<file path="config.mk">
export PLATFORM = sky130hd
export DESIGN_NAME = ydrgb_color
export DESIGN_NICKNAME = d
export VERILOG_FILES = /design/src/ydrgb_pkg.sv /design/src/ydrgb_color.sv
export SDC_FILE = /design/constraint.sdc
export NUM_CORES = 1
export LEC_CHECK = 0
export BUFFER_PORTS_ARGS = -buffer_cell sky130_fd_sc_hd__buf_2
export CAP_MARGIN = 30
export CELL_PAD_IN_SITES_DETAIL_PLACEMENT = 0
export CELL_PAD_IN_SITES_GLOBAL_PLACEMENT = 2
export CORE_MARGIN = 10
export CORE_UTILIZATION = 27
export DETAILED_ROUTE_END_ITERATION = 6
export GPL_TIMING_DRIVEN = 0
export PLACE_DENSITY = 0.94
export SLEW_MARGIN = 20
export SYNTH_ARGS = -nofsm -noshare
export SYNTH_HDL_FRONTEND = slang
export SYNTH_SLANG_ARGS = --single-unit
</file>
<file path="constraint.sdc">
create_clock -name vclk -period 4.05
set_clock_uncertainty 0.05 [all_clocks]
set_input_delay 0.405 -clock vclk [all_inputs]
set_output_delay 0.405 -clock vclk [all_outputs]
set_load 0.1 [all_outputs]
</file>
<file path="src/ydrgb_pkg.sv">
package ydrgb_pkg;

	localparam int LINE_PIXELS    = 640;
	localparam int MACRO_PER_LINE = LINE_PIXELS / 2;
	localparam int COL_W          = $clog2(MACRO_PER_LINE);

	localparam int WORD_W = 32;
	localparam int COEF_W = 29;
	localparam int FRAC_W = 28;
	localparam int PROD_W = COEF_W + 8;

	// fixed-point coefficients, rounded up so the floor of the product matches exact truncation
	localparam logic [COEF_W-1:0] COEF_RV = COEF_W'((64'd1370705 * (64'd1 << FRAC_W)
		+ 64'd999999) / 64'd1000000);
	localparam logic [COEF_W-1:0] COEF_GU = COEF_W'((64'd337633 * (64'd1 << FRAC_W)
		+ 64'd999999) / 64'd1000000);
	localparam logic [COEF_W-1:0] COEF_GV = COEF_W'((64'd698001 * (64'd1 << FRAC_W)
		+ 64'd999999) / 64'd1000000);
	localparam logic [COEF_W-1:0] COEF_BU = COEF_W'((64'd1732446 * (64'd1 << FRAC_W)
		+ 64'd999999) / 64'd1000000);

	localparam logic [7:0] CHROMA_ZERO = 8'd128;
	localparam logic [7:0] MASK_B565   = 8'hF8;
	localparam logic [7:0] MASK_G565   = 8'hFC;

	typedef enum logic [1:0] {
		PH_DIRECT = 2'd0,
		PH_STORE  = 2'd1,
		PH_AVG    = 2'd2
	} phase_t;

	typedef enum logic {
		FMT_RGB888 = 1'b0,
		FMT_RGB565 = 1'b1
	} fmt_t;

	typedef struct packed {
		logic signed [8:0] tr;
		logic signed [8:0] tgu;
		logic signed [8:0] tgv;
		logic signed [8:0] tb;
	} chroma_terms_t;

	function automatic logic signed [8:0] coef_term(input logic [COEF_W-1:0] c,
		input logic [7:0] x);
		logic [7:0]        mag;
		logic [PROD_W-1:0] prod;
		logic [7:0]        q;
		mag  = x[7] ? (x - CHROMA_ZERO) : (CHROMA_ZERO - x);
		prod = PROD_W'(c) * PROD_W'(mag);
		q    = prod[FRAC_W+7:FRAC_W];
		return x[7] ? $signed({1'b0, q}) : -$signed({1'b0, q});
	endfunction

	function automatic logic [7:0] avg8(input logic [7:0] a, input logic [7:0] b);
		logic [8:0] s;
		s = {1'b0, a} + {1'b0, b};
		return s[8:1];
	endfunction

	function automatic logic [7:0] clamp8(input logic signed [10:0] v);
		logic [7:0] r;
		if (v < 0) begin
			r = 8'd0;
		end else if (v > 11'sd255) begin
			r = 8'd255;
		end else begin
			r = v[7:0];
		end
		return r;
	endfunction

endpackage

</file>
<file path="src/ydrgb_color.sv">
module ydrgb_color (
	input  logic [7:0]                    y,
	input  ydrgb_pkg::chroma_terms_t      terms,
	input  ydrgb_pkg::fmt_t               fmt,
	output logic [ydrgb_pkg::WORD_W-1:0]  word
);
	import ydrgb_pkg::*;

	logic signed [10:0] y_s;
	logic signed [10:0] r_s;
	logic signed [10:0] g_s;
	logic signed [10:0] b_s;
	logic [7:0]         r;
	logic [7:0]         g;
	logic [7:0]         b;

	always_comb begin
		y_s  = $signed({3'b000, y});
		r_s  = y_s + $signed({{2{terms.tr[8]}}, terms.tr});
		g_s  = y_s - $signed({{2{terms.tgu[8]}}, terms.tgu})
			- $signed({{2{terms.tgv[8]}}, terms.tgv});
		b_s  = y_s + $signed({{2{terms.tb[8]}}, terms.tb});
		r    = clamp8(r_s);
		g    = clamp8(g_s);
		b    = clamp8(b_s);
		case (fmt)
			FMT_RGB565: word = {16'h0000, b & MASK_B565, 8'h00} |
				{21'd0, g & MASK_G565, 3'b000} | {27'd0, r[7:3]};
			default:    word = {8'h00, b, g, r};
		endcase
	end

endmodule

</file>
==> reports/metrics.sh, run 1 <==
FINALHOLDVIOLCOUNT=0
ARRIVAL_PS=3440
SYN_AREA_PER_CELL_UM2=7.19
DIE_HEIGHT_UM=104
IOPINCOUNT=77
P_LEAK_nW=1.25
MAX_CAP_VIOL_COUNT=0
POST_SYNTH_INST_COUNT=263
VDD_IR_DROP_MAX_V=0.000251
SWITCHING_SHARE_PCT=72.8
FINALWEIGHTEDCONGESTION=0.898
ROUTED_WL_MM=6.19
DRT_PASS1_ITERATIONS=4
GLOBALROUTETOTALUTIL_PCT=10.8
DETAILEDPLACEMENTHPWL_MM=5.56
HOLD_PATH.CLASS='in2out'
NETS=428
YOSYS.AREA_SHARE.ADDER_PCT=29.8
TIMING.SETUP.CRITICAL_PATH_CLASS='in2out'
MAX_CLOCK_FREQ_MHz=257
INTERNAL_POWER_mW=0.253
ROUTE.VIAS.TOTAL=2097
RUN_STATUS='complete, no violations'
DESIGN.SEQ.COUNT=0
GRT-OVFL-TOTAL=0
CRITPATHREQUIREDTIME_PS=3600
POST_ROUTE_CELLS_DRIVE_ABOVE_1_SHARE_PCT=27.5
FINALWORSTPATHREQUIREDPERIOD_PS=3900
GRT_SETUP_UNREPAIRED='no'
HOLD_END='word[6]'
DP_SLACK_PS=-452
CRITICAL_PATH.STARTPOINT_TYPE='input port'
CTS_HOLD_BUFFERS=0
SYNTH.LARGEST_AREA_CELL='sky130_fd_sc_hd__ha_1'
TOTALPOWERFINAL_mW=0.927
GRT_ANTENNA_BEFORE_REPAIR=0
WORSTHOLDPATHCELLS=5
GRT_MAX_DEGREE=11
PLACEDCELLCOUNT=435
AREAGROWTHSYNTHTOFINISH_PCT=31.2
SETUP_VIOLATING_ENDPOINT_COUNT_IN_THE_FINAL_REPORT=0
ANTENNA_CELLS_INSERTED=0
DRT_ITER0_MARKERS=100
CRIT_PATH_END_KIND='primary output'
SEQUENTIAL_CELL_AREA_UM2=0
MAXSLEWHEADROOM_PCT=60.9
FINALCRITPERIODSHARE_PCT=96.2
SYNTH.YOSYS.WARNINGS=0
LAYOUT_COMMONEST_CELL='sky130_fd_sc_hd__buf_2'
CRITICAL_PATH.MAX_FANOUT=9
POST_SYNTH_MAIN_AREA_CONTRIBUTORS='sky130_fd_sc_hd__ha_1, sky130_fd_sc_hd__fa_1, sky130_fd_sc_hd__a21oi_1'
TNS_PS=0
MULTI_INPUT_AREA_UM2=1790
VIAS_IN_THE_FIRST_GLOBAL_ROUTE=2129
FINALWORSTSETUPSLACK_PS=153
POWER_SHARE_OF_THE_COMBINATIONAL_GROUP_PCT=100.0
SYNTH_TOP_FAMILY_BY_AREA='compound AO/OA/AOI/OAI gates'
VIA_PER_INST=4.79
P_CLK_SHARE_PCT=0
TIGHTESTPINTRANSITION_PS=583
FINAL_CELL_MIX='sky130_fd_sc_hd__buf_2, sky130_fd_sc_hd__ha_1, sky130_fd_sc_hd__nor2_1'
DRC=0
SYN-CELL-AREA_UM2=1890
PORT_BUFFERS=69
GRT_PASS1_WL_MM=10.2
TIMING_MAX_TRANSITION_VIOLATIONS_FINAL=0
FINAL_AREA_UM2=2480
FP.DIEW_UM=104
SYNTHDOMINANTCELLAREASHARE_PCT=19.2
INITIAL_CELL_DENSITY_OF_THE_CORE_PCT=27.8
TIMING.HOLD.WORST.START='terms[35]'
LAYOUTNONFILLERINSTCOUNT=438
WIRE_PER_INST_UM=14.1
POWER_DENSITY_nW_PER_UM2=374
PLACEMENT_ROWS=30
NUM-CLOCK-BUFFERS=0
CORE_FOOTPRINT_UM2=6790
FP.DIEAREA_UM2=10700
SYNTHXORXNORAREAFRAC_PCT=7.88
P_SW_mW=0.674
COMPOUND_CELL_AREA_SHARE_OF_THE_YOSYS_NETLIST_PCT=29.8
YS_SEQ_AREA_SHARE_PCT=0
UNIQUE_MASTERS_POST_SYNTH=50
FINAL_LAYOUT_FILL_CELL_COUNT=744
SYNTH_SIMPLE_GATE_AREA_SHARE_PCT=21.7
SYNTH_MUX_AREA_SHARE_PCT=1.06
DETAIL-ROUTE-ANTENNA-NETS=0
SEQ_POWER_SHARE_PCT=0
PLACED_STANDARD_CELL_AREA_UM2=2430
final cells by class:
class | count | area share, %
buffer | 13 | 3.23
timing repair buffer | 72 | 15.5
multi-input combinational | 230 | 72.3
inverter | 27 | 4.09
tap | 96 | 4.84
timing repair:
action                                  in CTS  in global routing
pin swaps                                    1                  1
resized for setup                            0                 15
endpoints found under the setup margin      11                 11
endpoints found under the hold margin        0                  0
buffers inserted                             2                  1
cell usage after synthesis (2+ instances only):
master                      count
sky130_fd_sc_hd__ha_1          29
sky130_fd_sc_hd__nor2_1        28
sky130_fd_sc_hd__inv_1         27
sky130_fd_sc_hd__a21oi_1       23
sky130_fd_sc_hd__fa_1          10
sky130_fd_sc_hd__nand2_1       10
sky130_fd_sc_hd__xnor2_1       10
sky130_fd_sc_hd__buf_4          8
sky130_fd_sc_hd__o21ai_0        8
sky130_fd_sc_hd__o21ai_1        8
sky130_fd_sc_hd__xor2_1         7
sky130_fd_sc_hd__a21o_1         6
sky130_fd_sc_hd__nor2b_1        6
sky130_fd_sc_hd__clkbuf_1       5
sky130_fd_sc_hd__o21a_1         5
sky130_fd_sc_hd__a211oi_1       4
sky130_fd_sc_hd__a311o_1        4
sky130_fd_sc_hd__and2_1         4
sky130_fd_sc_hd__and3_1         4
sky130_fd_sc_hd__nand2b_1       4
sky130_fd_sc_hd__nand3_1        4
sky130_fd_sc_hd__o21bai_1       4
sky130_fd_sc_hd__o32ai_1        4
sky130_fd_sc_hd__a31oi_1        3
sky130_fd_sc_hd__nor3_1         3
sky130_fd_sc_hd__or3_1          3
sky130_fd_sc_hd__mux2i_1        2
sky130_fd_sc_hd__nand3b_1       2
sky130_fd_sc_hd__nand4_1        2
sky130_fd_sc_hd__o2111ai_1      2
sky130_fd_sc_hd__o21ba_1        2
sky130_fd_sc_hd__o221ai_1       2
sky130_fd_sc_hd__or2_1          2
sky130_fd_sc_hd__or2_2          2
worst max-delay path by stage:
stage	depth (start not counted)	start	to	slack, ps
3_3_place_gp	11	y[5]	word[7]	-440
3_5_place_dp	11	y[5]	word[7]	-450
4_1_cts	12	y[5]	word[7]	10
2_1_floorplan	9	terms[16]	word[11]	-60
6_report	11	y[3]	word[11]	150
5_1_grt	11	y[3]	word[11]	6
power by group through the flow:
stage / Combinational, mW / Clock [mW] / Sequential (mW)
after floorplan: 0.742 / 0 / 0
after global placement: 0.900 / 0 / 0
after detailed placement: 0.906 / 0 / 0
after CTS: 0.915 / 0 / 0
after global routing: 0.994 / 0 / 0
final: 0.927 / 0 / 0
stage by stage:
step / hold slack, ps / utilization [%]
after global placement: 1430 / 35.8
after global routing: 1420 / 36.5
after detailed placement: 1440 / 35.8
after CTS: 1440 / 36.0
final: 1370 / 36.5
after floorplan: 1250 / -
per-layer routing:
layer / routed length, µm / global-route usage (%) / vias to the layer above / share of wire (%)
met4: 0 / 0.0994 / 0 / 0
met5: 0 / 0 / - / 0
met2: 3030 / 20.0 / 50 / 49
li1: - / - / 1099 / -
met3: 290 / 1.24 / 0 / 4.7
met1: 2870 / 13.7 / 948 / 46
worst max-delay path, stage by stage:
cell                       delay, ps
sky130_fd_sc_hd__buf_2           140
sky130_fd_sc_hd__fa_1            490
sky130_fd_sc_hd__ha_1            270
sky130_fd_sc_hd__or3_1           410
sky130_fd_sc_hd__o221a_1         290
sky130_fd_sc_hd__a311o_1         360
sky130_fd_sc_hd__a222oi_1        260
sky130_fd_sc_hd__buf_4           220
sky130_fd_sc_hd__and3_1          230
sky130_fd_sc_hd__o32ai_2         110
sky130_fd_sc_hd__buf_4           260
cell families after synthesis:
logic type | count (synthesis)
mux | 2
compound gates | 84
other cells | 1
buf+inv | 40
simple gates | 80
fa+ha+maj | 39
xor+xnor | 17
Power figures use the tool's default switching activity.
==> inputs of run 2 (changes only) <==
--- a/config.mk
+++ b/config.mk
@@ -7,7 +7,7 @@
 export LEC_CHECK = 0
 export BUFFER_PORTS_ARGS = -buffer_cell sky130_fd_sc_hd__buf_2
 export CAP_MARGIN = 30
-export CELL_PAD_IN_SITES_DETAIL_PLACEMENT = 0
+export CELL_PAD_IN_SITES_DETAIL_PLACEMENT = 2
 export CELL_PAD_IN_SITES_GLOBAL_PLACEMENT = 2
 export CORE_MARGIN = 10
 export CORE_UTILIZATION = 27
==> run 2 against run 1 <==
Global-route usage is 2.9 points higher. Via count is 7.0% higher. Critical endpoint is now word[15]. Critical path type unchanged. Final cell count is 0.46% lower. Count of clock-buffer cells in the layout stayed put. Highest routed layer is now met4. Routed wire length is 26% higher. Maximum frequency is 0.64% lower. Sequential share of layout area stayed put. Setup slack worse by 25 ps. Cell area is 0.91% higher.
==> reports/metrics.sh, run 2 (same netlist as run 1, synthesis figures left out) <==
RUN_STATUS='complete, no violations'
NETS=426
AREAGROWTHSYNTHTOFINISH_PCT=32.4
CRITPATHREQUIREDTIME_PS=3600
HOLD_PATH.CLASS='in2out'
DETAILEDPLACEMENTHPWL_MM=7.01
ROUTE.VIAS.TOTAL=2244
CRIT_PATH_END_KIND='primary output'
TIMING.SETUP.CRITICAL_PATH_CLASS='in2out'
IOPINCOUNT=77
FINAL_LAYOUT_FILL_CELL_COUNT=832
FINALCRITPERIODSHARE_PCT=96.8
VIAS_IN_THE_FIRST_GLOBAL_ROUTE=2560
POWER_SHARE_OF_THE_COMBINATIONAL_GROUP_PCT=100.0
LAYOUT_COMMONEST_CELL='sky130_fd_sc_hd__buf_2'
DRT_ITER0_MARKERS=74
DRT_PASS1_ITERATIONS=4
INTERNAL_POWER_mW=0.265
FINALWORSTPATHREQUIREDPERIOD_PS=3920
GRT_PASS1_WL_MM=12.8
WIRE_PER_INST_UM=17.9
POST_ROUTE_CELLS_DRIVE_ABOVE_1_SHARE_PCT=27.4
MULTI_INPUT_AREA_UM2=1800
VIA_PER_INST=5.15
DETAIL-ROUTE-ANTENNA-NETS=0
NUM-CLOCK-BUFFERS=0
FP.DIEW_UM=104
DESIGN.SEQ.COUNT=0
MAX_CAP_VIOL_COUNT=0
PORT_BUFFERS=69
SETUP_VIOLATING_ENDPOINT_COUNT_IN_THE_FINAL_REPORT=0
SEQUENTIAL_CELL_AREA_UM2=0
INITIAL_CELL_DENSITY_OF_THE_CORE_PCT=27.8
GRT-OVFL-TOTAL=0
MAX_CLOCK_FREQ_MHz=255
PLACEMENT_ROWS=30
CRITICAL_PATH.STARTPOINT_TYPE='input port'
FINALHOLDVIOLCOUNT=0
DIE_HEIGHT_UM=104
ROUTED_WL_MM=7.79
GRT_MAX_DEGREE=11
SWITCHING_SHARE_PCT=72.6
TOTALPOWERFINAL_mW=0.968
FINALWORSTSETUPSLACK_PS=128
FINALWEIGHTEDCONGESTION=0.898
GLOBALROUTETOTALUTIL_PCT=13.7
DRC=0
ARRIVAL_PS=3470
POWER_DENSITY_nW_PER_UM2=387
ANTENNA_CELLS_INSERTED=0
MAXSLEWHEADROOM_PCT=58.0
VDD_IR_DROP_MAX_V=0.000175
GRT_ANTENNA_BEFORE_REPAIR=0
FP.DIEAREA_UM2=10700
P_SW_mW=0.703
P_LEAK_nW=1.25
DP_SLACK_PS=-530
TIMING_MAX_TRANSITION_VIOLATIONS_FINAL=0
TIGHTESTPINTRANSITION_PS=626
P_CLK_SHARE_PCT=0
SEQ_POWER_SHARE_PCT=0
CORE_FOOTPRINT_UM2=6790
FINAL_CELL_MIX='sky130_fd_sc_hd__buf_2, sky130_fd_sc_hd__ha_1, sky130_fd_sc_hd__nor2_1'
CRITICAL_PATH.MAX_FANOUT=8
run 2: changes by cell type in the layout (fill, tap and decap cells not counted):
cell,change
sky130_fd_sc_hd__buf_6,+5
sky130_fd_sc_hd__clkbuf_2,-1
sky130_fd_sc_hd__buf_2,-4
sky130_fd_sc_hd__buf_4,-2
sky130_fd_sc_hd__nor4_1,-1
sky130_fd_sc_hd__nor4_2,+1
run 2: metrics by stage:
stage | util (%) | hold WS (ps) | cells | TNS [ps] | area (µm²)
after CTS | 36.2 | 1440 | 437 | 0 | 2460
after global routing | 36.8 | 1370 | 436 | -42.3 | 2500
after floorplan | - | 1250 | 270 | -111 | 1970
final | 36.8 | 1330 | 436 | 0 | 2500
after global placement | 35.8 | 1430 | 435 | -3740 | 2430
after detailed placement | 35.8 | 1440 | 435 | -4850 | 2430
run 2: layout make-up:
type / instances / share of cell area, %
buffer: 12 / 3.00
inverter: 27 / 4.05
multi-input combinational: 230 / 71.9
tap: 96 / 4.80
timing repair buffer: 71 / 16.2
run 2: power by group through the flow:
stage	clock (mW)	combinational [mW]	sequential [mW]
floorplan	0	0.742	0
global placement	0	0.900	0
detailed placement	0	0.934	0
CTS	0	0.953	0
global route	0	1.04	0
finish	0	0.968	0
run 2: per-layer routing:
| metal | vias up | part of all wire (%) | routed length (µm) | track usage, % |
|---|---|---|---|---|
| met3 | 7 | 2.9 | 224 | 1.30 |
| met2 | 49 | 53 | 4150 | 25.7 |
| li1 | 1092 | - | - | - |
| met5 | - | 0 | 0 | 0 |
| met1 | 1096 | 43 | 3320 | 16.7 |
| met4 | 0 | 1.2 | 93 | 1.99 |
run 2: repair_timing:
action / CTS / global route
hold buffers: 0 / 0
endpoints found under the setup margin: 11 / 11
setup buffers: 2 / 0
pin swaps: 1 / 0
gates resized for setup: 6 / 15
run 2: worst max-delay path: stages:
cell,delay (ps)
sky130_fd_sc_hd__buf_2,140
sky130_fd_sc_hd__fa_1,500
sky130_fd_sc_hd__ha_1,270
sky130_fd_sc_hd__or3_1,400
sky130_fd_sc_hd__o221a_1,310
sky130_fd_sc_hd__a311o_1,370
sky130_fd_sc_hd__a222oi_1,260
sky130_fd_sc_hd__buf_4,220
sky130_fd_sc_hd__and3_1,190
sky130_fd_sc_hd__o32ai_2,90
sky130_fd_sc_hd__clkbuf_4,310
run 2: worst paths after layout:
kind                       from        to  slack [ps]  cells after the start
worst min-delay path  terms[35]   word[6]        1330                      5
worst max-delay path       y[3]  word[15]         130                     11
==> inputs of run 3 (changes only) <==
--- a/config.mk
+++ b/config.mk
@@ -14,6 +14,7 @@
 export DETAILED_ROUTE_END_ITERATION = 6
 export GPL_TIMING_DRIVEN = 0
 export PLACE_DENSITY = 0.94
+export SETUP_SLACK_MARGIN = 0.5
 export SLEW_MARGIN = 20
 export SYNTH_ARGS = -nofsm -noshare
 export SYNTH_HDL_FRONTEND = slang
==> constraint.sdc (replaced) <==
create_clock -name vclk -period 4.05
set_clock_uncertainty 0.05 [all_clocks]
set_input_delay 0.2025 -clock vclk [all_inputs]
set_output_delay 0.2025 -clock vclk [all_outputs]
set_load 0.1 [all_outputs]
==> run 3 against run 2 <==
Critical path depth grew 2. Maximum frequency grew 12%. Non-clock buffer count grew 4. Sequential share of layout area is the same. Combinational power grew 5%. Hold slack lost 350 ps. Sequential cell count is the same. Routed wire length grew 5.7%. Total power grew 5.0%. Critical endpoint is now word[7]. Highest routed layer unchanged.
==> reports/metrics.sh, run 3 (same netlist as run 1, synthesis figures left out) <==
RUN_STATUS='complete, no violations'
POST_ROUTE_CELLS_DRIVE_ABOVE_1_SHARE_PCT=31.4
ROUTE.VIAS.TOTAL=2260
GRT_MAX_DEGREE=11
DETAILEDPLACEMENTHPWL_MM=7.00
ARRIVAL_PS=3260
MAX_CLOCK_FREQ_MHz=285
FINALHOLDVIOLCOUNT=0
VIAS_IN_THE_FIRST_GLOBAL_ROUTE=2618
FIN_WORST_HOLD_SLACK_PS=983
NETS=430
POWER_DENSITY_nW_PER_UM2=392
PLACEDCELLCOUNT=435
PLACEMENT_ROWS=30
FP.DIEW_UM=104
FP.DIEAREA_UM2=10700
LAYOUTNONFILLERINSTCOUNT=440
AREAGROWTHSYNTHTOFINISH_PCT=37.2
DRT_ITER0_MARKERS=68
MAX_CAP_VIOL_COUNT=0
NUM-CLOCK-BUFFERS=0
CRITICAL_PATH.STARTPOINT_TYPE='input port'
MULTI_INPUT_AREA_UM2=1840
FINAL_LAYOUT_FILL_CELL_COUNT=819
GRT-OVFL-TOTAL=0
DRC=0
P_LEAK_nW=1.29
IOPINCOUNT=77
VIA_PER_INST=5.14
DIE_HEIGHT_UM=104
CORE_FOOTPRINT_UM2=6790
FINALWEIGHTEDCONGESTION=0.887
DESIGN.SEQ.COUNT=0
PORT_BUFFERS=69
ROUTED_WL_MM=8.23
GLOBALROUTETOTALUTIL_PCT=13.9
CRIT_PATH_END_KIND='primary output'
WIRE_PER_INST_UM=18.7
GRT_ANTENNA_BEFORE_REPAIR=0
TIMING.SETUP.CRITICAL_PATH_CLASS='in2out'
CRITPATHREQUIREDTIME_PS=3800
DETAIL-ROUTE-ANTENNA-NETS=0
DRT_PASS1_ITERATIONS=4
ANTENNA_CELLS_INSERTED=0
CRITICAL_PATH.MAX_FANOUT=5
HOLD_PATH.CLASS='in2out'
SEQUENTIAL_CELL_AREA_UM2=0
SETUP_VIOLATING_ENDPOINT_COUNT_IN_THE_FINAL_REPORT=0
FINALCRITPERIODSHARE_PCT=86.7
TIGHTESTPINTRANSITION_PS=605
FINAL_CELL_MIX='sky130_fd_sc_hd__buf_2, sky130_fd_sc_hd__inv_1, sky130_fd_sc_hd__ha_1'
INITIAL_CELL_DENSITY_OF_THE_CORE_PCT=27.8
TIMING_MAX_TRANSITION_VIOLATIONS_FINAL=0
GRT_PASS1_WL_MM=13.1
MAXSLEWHEADROOM_PCT=59.4
LAYOUT_COMMONEST_CELL='sky130_fd_sc_hd__buf_2'
CTS_HOLD_BUFFERS=0
GRT_SETUP_UNREPAIRED='no'
VDD_IR_DROP_MAX_V=0.000169
FINALWORSTPATHREQUIREDPERIOD_PS=3510
run 3: final timing paths:
check                 start  endpoint  cells past startpoint
setup / recovery  terms[21]   word[7]                     13
hold / removal    terms[35]   word[6]                      5
run 3: layer usage:
metal	wire, µm	track usage, %
met1	3460	16.8
met2	4470	26.9
met3	245	1.36
met4	54	0.298
met5	0	0
run 3: what timing repair did:
| action | in CTS | in global routing |
|---|---|---|
| setup endpoints to repair | 11 | 17 |
| buffers inserted | 1 | 3 |
| cloned | 0 | 1 |
| pin swaps | 1 | 5 |
| gates resized for setup | 8 | 27 |
run 3: critical path, stage by stage:
cell and delay, ps:
sky130_fd_sc_hd__buf_2 80, sky130_fd_sc_hd__inv_1 50, sky130_fd_sc_hd__fa_1 530, sky130_fd_sc_hd__ha_4 200, sky130_fd_sc_hd__or3_1 410, sky130_fd_sc_hd__o221a_4 300, sky130_fd_sc_hd__a311o_1 340, sky130_fd_sc_hd__a222oi_1 250
sky130_fd_sc_hd__buf_4 190, sky130_fd_sc_hd__buf_4 130, sky130_fd_sc_hd__a311oi_1 110, sky130_fd_sc_hd__or2_1 290, sky130_fd_sc_hd__buf_12 180
run 3: cell type report:
cell class | instances | share of cell area (%)
inverter | 27 | 3.91
multi-input combinational | 230 | 71.1
buffer | 13 | 3.14
timing repair buffer | 74 | 17.2
tap | 96 | 4.63
run 3: report_power, final:
part / leakage, nW / internal (mW) / switching [mW] / total (mW)
Sequential: 0 / 0 / 0 / 0
Combinational: 1.29 / 0.293 / 0.724 / 1.02
Clock: 0 / 0 / 0 / 0
Total: 1.29 / 0.293 / 0.724 / 1.02
run 3: metrics by stage:
stage | setup WS (ps) | power [mW] | utilization, % | setup TNS, ps | instance area, µm²
3_3_place_gp | -42.1 | 0.905 | 36.0 | -88.3 | 2440
3_5_place_dp | -104 | 0.936 | 36.0 | -335 | 2440
5_1_grt | 411 | 1.09 | 38.2 | 0 | 2590
4_1_cts | 450 | 0.954 | 36.4 | 0 | 2470
6_report | 538 | 1.02 | 38.2 | 0 | 2590
2_1_floorplan | 344 | 0.746 | - | 0 | 1980
